==> src/rtl/ptc_pkg.sv <==
// ----------------------------------------------------------------------------
// ptc_pkg
// Shared types, constants and helpers for the pressure and temperature
// compensation pipeline.
// ----------------------------------------------------------------------------
`default_nettype none

package ptc_pkg;

    localparam int unsigned CFG_IDX_W  = 2;
    localparam int unsigned CFG_DATA_W = 64;

    localparam logic [CFG_IDX_W-1:0] REG_TEMP_CALIB     = 2'd0;
    localparam logic [CFG_IDX_W-1:0] REG_PRESS_CALIB_LO = 2'd1;
    localparam logic [CFG_IDX_W-1:0] REG_PRESS_CALIB_HI = 2'd2;
    localparam logic [CFG_IDX_W-1:0] REG_PRESS_CALIB_P9 = 2'd3;

    localparam logic signed [31:0] TEMP_MIN = -32'sd4000;
    localparam logic signed [31:0] TEMP_MAX = 32'sd8500;
    localparam logic [31:0] PRES_MIN     = 32'd30000;
    localparam logic [31:0] PRES_MAX     = 32'd110000;
    localparam logic [31:0] FINE_OFFSET  = 32'd64000;
    localparam logic [31:0] PRES_BASE    = 32'd1048576;
    localparam logic [31:0] PRES_SCALE   = 32'd3125;
    localparam logic [31:0] DIV_OFFSET   = 32'd32768;
    localparam logic [31:0] TEMP_ROUND   = 32'd128;
    localparam logic [31:0] SIGN_BIT     = 32'h8000_0000;

    // Calibration coefficients, each sign- or zero-extended to a word.
    typedef struct packed {
        logic [31:0] t1;
        logic [31:0] t2;
        logic [31:0] t3;
        logic [31:0] p1;
        logic [31:0] p2;
        logic [31:0] p3;
        logic [31:0] p4;
        logic [31:0] p5;
        logic [31:0] p6;
        logic [31:0] p7;
        logic [31:0] p8;
        logic [31:0] p9;
    } t_coef;

    // Values that ride alongside the divider.
    typedef struct packed {
        logic [14:0] temp;
        logic [31:0] fine;
        logic        zero;
        logic        dbl;
    } t_side;

    function automatic logic [31:0] sext16(input logic [15:0] v);
        return {{16{v[15]}}, v};
    endfunction

    // Signed division by a power of two, truncating toward zero.
    function automatic logic [31:0] sdiv(input logic [31:0] x, input int unsigned k);
        logic [31:0] m;
        m = (32'd0 - x) >> k;
        return x[31] ? (32'd0 - m) : (x >> k);
    endfunction

endpackage

`default_nettype wire

==> src/rtl/ptc_back.sv <==
// ----------------------------------------------------------------------------
// ptc_back
// Pressure correction after the division, clamping and the output register.
// ----------------------------------------------------------------------------
`default_nettype none

module ptc_back (
    input  wire logic          i_clk,
    input  wire logic          i_rst_n,
    input  wire logic          i_en,
    input  wire logic          i_valid,
    input  wire logic [31:0]   i_quot,
    input  ptc_pkg::t_side     i_side,
    input  ptc_pkg::t_coef     i_coef,
    output logic               o_valid,
    output logic [14:0]        o_temp,
    output logic [16:0]        o_pres,
    output logic [31:0]        o_fine
);

    logic [2:0]     r_v;
    logic [31:0]    r1_pres, r1_sqm, r1_m8, r2_pres, r2_m9, r2_d8;
    ptc_pkg::t_side r1_side, r2_side;
    logic [14:0]    r3_temp;
    logic [16:0]    r3_pres;
    logic [31:0]    r3_fine;

    logic [31:0] n1_pres, n1_s3, n3_c, n3_pf;
    logic [16:0] n3_out;

    always_comb begin
        n1_pres = i_side.dbl ? {i_quot[30:0], 1'b0} : i_quot;
        n1_s3   = n1_pres >> 3;
        n3_c    = ptc_pkg::sdiv(r2_m9, 12);
        n3_pf   = r2_pres + ptc_pkg::sdiv(n3_c + r2_d8 + i_coef.p7, 4);
        if (r2_side.zero || n3_pf < ptc_pkg::PRES_MIN) begin
            n3_out = ptc_pkg::PRES_MIN[16:0];
        end else if (n3_pf > ptc_pkg::PRES_MAX) begin
            n3_out = ptc_pkg::PRES_MAX[16:0];
        end else begin
            n3_out = n3_pf[16:0];
        end
    end

    always_ff @(posedge i_clk) begin
        if (!i_rst_n) begin
            r_v <= '0;
        end else if (i_en) begin
            r_v <= {r_v[1:0], i_valid};
        end
    end

    always_ff @(posedge i_clk) begin
        if (i_en) begin
            r1_pres <= n1_pres;
            r1_sqm  <= n1_s3 * n1_s3;
            r1_m8   <= (n1_pres >> 2) * i_coef.p8;
            r1_side <= i_side;

            r2_pres <= r1_pres;
            r2_m9   <= i_coef.p9 * (r1_sqm >> 13);
            r2_d8   <= ptc_pkg::sdiv(r1_m8, 13);
            r2_side <= r1_side;

            r3_temp <= r2_side.temp;
            r3_pres <= n3_out;
            r3_fine <= r2_side.fine;
        end
    end

    assign o_valid = r_v[2];
    assign o_temp  = r3_temp;
    assign o_pres  = r3_pres;
    assign o_fine  = r3_fine;

endmodule

`default_nettype wire

==> config.mk <==
export PLATFORM = sky130hd
export DESIGN_NAME = ptc_back
export DESIGN_NICKNAME = d
export VERILOG_FILES = /design/src/rtl/ptc_pkg.sv /design/src/rtl/ptc_back.sv
export SDC_FILE = /design/constraint.sdc
export NUM_CORES = 2
export LEC_CHECK = 0
export ABC_AREA = 1
export ABC_CLOCK_PERIOD_IN_PS = 10400
export BUFFER_PORTS_ARGS = -buffer_cell sky130_fd_sc_hd__buf_2
export CAP_MARGIN = 20
export CORE_ASPECT_RATIO = 0.75
export CORE_MARGIN = 2
export CORE_UTILIZATION = 60
export CTS_BUF_LIST = sky130_fd_sc_hd__clkbuf_2 sky130_fd_sc_hd__clkbuf_4 sky130_fd_sc_hd__clkbuf_8
export CTS_CLUSTER_DIAMETER = 40
export DETAILED_ROUTE_END_ITERATION = 12
export GPL_TIMING_DRIVEN = 1
export MAX_ROUTING_LAYER = met4
export PLACE_DENSITY = 0.8
export SYNTH_ARGS = -nofsm -noshare
export SYNTH_HDL_FRONTEND = slang
export SYNTH_SLANG_ARGS = --single-unit
==> constraint.sdc <==
create_clock -name i_clk -period 10.4 [get_ports i_clk]
set_input_delay 2.08 -clock i_clk [delete_from_list [all_inputs] [get_ports i_clk]]
set_output_delay 2.08 -clock i_clk [all_outputs]
set_load 0.02 [all_outputs]
Word-level counts from Yosys, hierarchy flattened --
Index checks and enable logic that the tools add are counted.
Cells by class: magnitude comparators 2, shift operators 0, multiply operators 3, div/mod/pow operators 0, muxes and demuxes 5, bitwise operators 0, add/sub/neg operators 9, reductions and logical operators 2, equality and inequality tests 0
Operators by type and width (number):
- $add 32x32->32 | 3
- $mux 32 | 3
- $sub 1x32->32 const A | 3
- $gt 32x17->1 const B | 1
- $lt 32x15->1 const B | 1
- $mul 29x29->32 | 1
- $mul 30x32->32 | 1
- $mul 32x19->32 | 1
- $sub 1x28->29 const A | 1
- $sub 1x20->21 const A | 1
- $sub 1x19->20 const A | 1
- $mux 18 | 1
- $mux 17 | 1
- $reduce_or 2->1 | 1
- $logic_or 1x1->1 | 1
Storage, ports and cells: bits in latches 0, flip-flop bits (word level) 343, memories kept 0, input port bits 469, logic and storage cells 40, RAM bits 0, bits in read-only memories 0

Longest topological paths before layout --
word-level depth 12, depth in mapped cells 65

Least setup slack after synthesis --
No wires, ideal clock.
path kind input to register, start point input i_side[0] (netlist name), end point register r1_sqm[28], data pin, arrival time 9.465 ns, path slack 0.675 ns, stages 35, buffers on the path 4, data required time 10.140 ns, cells stage by stage buf_2 > buf_1 > buf_1 > o21a_1 > clkbuf_1 > clkinv_1 > nor2_1 > inv_1 > fa_1 > inv_1 > fa_1 > fa_1 > fa_1 > inv_1 > fa_1 > inv_1 > ha_1 > inv_1 > fa_1 > inv_1 > fa_1 > ha_1 > nand2_1 > inv_1 > nand2_1 > o221ai_1 > a21oi_1 > o21bai_1 > nand2_1 > nand2_1 > a21oi_1 > o21ai_0 > nand3_1 > nand3_1 > xor2_1
Between the ends: cells in the longest elaborated chain, start to end 2
Ends and longest elaborated chain:
- start, declared | line ptc_back.sv:13 | input ptc_pkg::t_side i_side,
- $mux 32 | line ptc_back.sv:32 | n1_pres = i_side.dbl ? {i_quot[30:0], 1'b0} : i_quot;
- $mul 29x29->32 | line ptc_back.sv:56 | r1_sqm <= n1_s3 * n1_s3;
- end signal, assigned | line ptc_back.sv:56
- end, declared | line ptc_back.sv:22 | logic [31:0] r1_pres, r1_sqm, r1_m8, r2_pres, r2_m9, r2_d8;
No other way between the ends. A chain may end at the register's enable or synchronous reset.

Final worst setup path --
Ends and elaborated chain as after synthesis.

==> impl_metrics.env <==
export IMPL_grt_antenna_before_repair=8
export IMPL_port_buffer_count=245
export IMPL_holdBufCountCts=0
export IMPL_worstSetupEndpointType="flip-flop"
export IMPL_synthCells=7069
export IMPL_place_hpwl_mm=133
export IMPL_cts_sinks=330
export IMPL_synth_flop_cell="edfxtp_1"
export IMPL_r2r_end="o_pres[3]"
export IMPL_async_flop_share_pct=0
export IMPL_slew_violations=0
export IMPL_synth_seq_cells=330
export IMPL_rrSetupSlack_ps=830
export IMPL_grt_overflow=0
export IMPL_required_ps=10800
export IMPL_finalSetupViolations=0
export IMPL_worstHoldStart="r1_side[48]"
export IMPL_drt_pass1_iter_count=6
export IMPL_synth_seq_area_share_pct=16.4
export IMPL_rr_worst_depth=53
export IMPL_rows=100
export IMPL_vias=47200
export IMPL_min_path_cells=0
export IMPL_ios=534
export IMPL_fin_worst_skew_ps=19.5
export IMPL_arrival_ps=10070
export IMPL_worst_hold_slack_ps=407
export IMPL_grt_pass1_vias=49100
export IMPL_final_cell_mix="inv_1 (1,767), nand2_1 (1,584), fa_1 (1,153), nor2_1 (551), ha_1 (370)"
export IMPL_cts_tree="done"
export IMPL_hp_class="reg -> reg"
export IMPL_wirelength_mm=163
export IMPL_post_layout_nonfiller_instances=8632
export IMPL_crit_path_max_fanout=24
export IMPL_htree_num_levels=2
export IMPL_worstMarginPinSlew_ps=1010
export IMPL_critPathKind="in -> reg"
export IMPL_synth_net_count=9064
export IMPL_finalHoldViolCount=0
export IMPL_wire_per_inst_um=18.9
export IMPL_reg2reg_from="r2_m9[2]"
export IMPL_avgSynthCellArea_sq_um=8.53
export IMPL_placed_cells=8518
export IMPL_crit_path_start="i_side[0]"
export IMPL_core_area_sq_um=99500
export IMPL_synth_edf_count=327
export IMPL_place_congestion=1.04
export IMPL_start_util_pct=60.6
export IMPL_drtIter0Drc=4322
export IMPL_grt_total_usage_pct=33.5
export IMPL_max_stage_delay_ps=540
export IMPL_synth_top_area_share_pct=38.3
export IMPL_die_h_um=279
export IMPL_synthDistinctLibCells=56
export IMPL_layout_nets=9248
export IMPL_min_period_ps=9670
export IMPL_numCtsBuffers=57
export IMPL_fmax_mhz=103
export IMPL_outcome="complete, no violations"
export IMPL_clockBufferDepth=3
export IMPL_drc_errors=0
export IMPL_ys_warn_count=0
export IMPL_drv_cap=0
export IMPL_synth_area_leaders="fa_1 (38%), edfxtp_1 (16%), inv_1 (11%)"
export IMPL_nFillCells=8122
export IMPL_fp_dieW_um=370
export IMPL_grt_max_degree=164
export IMPL_max_slew_margin_pct=32.9
export IMPL_clock_latency_ps=650
export IMPL_syn_area_sq_um=60300
export IMPL_grt_pass1_wl_mm=261
export IMPL_yosysTopAreaCell="fa_1"
export IMPL_post_route_period_util_pct=93.0
export IMPL_die_area_sq_um=103000
export IMPL_drive_gt1_share_pct=8.38
export IMPL_root_buffer="clkbuf_8"
export IMPL_layout_commonest_cell="inv_1"
export IMPL_area_delta_synth_final_pct=7.22
export IMPL_whs_endpoint="r2_side[48]"
export IMPL_cp_start_kind="input port"
export IMPL_post_drt_via_cell_ratio=5.47
export IMPL_clkSlewWorstSetupHoldPaths_ps=60
export IMPL_ant_nets=0
export IMPL_cp_slowest_cell="fa_1"
layer usage:
metal  wire (um)  track usage [%]  vias up
met1       65000             45.4    23100
met5           0                -        -
met2       71500             49.6     2510
met3       20500             8.74      434
met4        5950             10.7        0
li1            -                -    21200
through the flow:
stage	TNS, ps	setup slack [ps]	instance area [sq um]	utilization [%]
2_1_floorplan	0	675	60300	-
3_3_place_gp	0	429	63200	63.5
3_5_place_dp	0	232	63200	63.5
4_1_cts	0	250	64500	64.8
5_1_grt	-34.0	-18.6	64700	65.0
6_report	0	730	64700	65.0
sequential cells by signal, summed over array words and instances (netlist names), 19 cells and up:
signal,cells
r1_side,48
r2_side,48
o_fine,32
r1_m8,32
r1_pres,32
r2_m9,32
r2_pres,32
r2_d8,20
r1_sqm,19
worst max-delay path by stage:
stage / to / slack [ps] / cells past startpoint
after floorplan: r1_sqm[28] / 670 / 35
after global placement: r1_sqm[31] / 430 / 31
after detailed placement: r1_sqm[28] / 230 / 34
after CTS: o_pres[8] / 250 / 56
after global routing: o_pres[6] / -20 / 50
final: r1_sqm[28] / 730 / 34
cell families after synthesis:
group | Yosys count | synth area share, %
adder cells (fa/ha/maj) | 1526 | 46.0
AO/OA/AOI/OAI | 377 | 3.49
XOR/XNOR | 288 | 4.18
buffers and inverters | 2038 | 12.7
flip-flops | 330 | 16.4
AND/OR/NAND/NOR | 2510 | 17.2
cell usage after synthesis, drive strengths merged (2+ instances only):
cell type,count
a21oi,156
o31ai,4
nor2,590
clkbuf,185
nand2,1625
o21ai,145
a21o,6
clkinv,18
o221ai,4
nor4,11
o21bai,10
nand3b,9
o211ai,9
edfxtp,327
a21boi,11
dfxtp,3
o311ai,2
xor2,179
a31oi,8
o21a,12
inv,1793
buf,42
or2,14
ha,373
and3,4
a41oi,2
nand4,74
xnor2,109
nor3,41
and2,8
a211oi,5
fa,1153
nand3,134
final cells by class:
type	count	area (sq um)	area share, %
clock buffers	71	902	1.40
multi-input cells	4701	42900	66.4
repair buffers	352	2090	3.24
well taps	1326	1660	2.57
flip-flops and latches	330	9880	15.3
clock inverters	34	402	0.621
diodes	7	17.5	0.0271
inverters	1811	6800	10.5
worst max-delay path, delay by kind of cell:
kind / cells / cell delay [ps]
xor gates and xnor gates: 1 / 70
and+or+nand+nor: 8 / 1110
buffers and inverters: 10 / 1220
AOI/OAI and AO/OA: 6 / 1420
adders and majority gates: 9 / 4130
timing repair:
action                     in CTS  in global routing
buffers inserted                0                  2
setup endpoints to repair       0                 17
gates resized for setup         0                 39
Power is left out: the tool's default activity adds up to more than one toggle a clock period on the data nets, which glitch-free logic cannot reach.
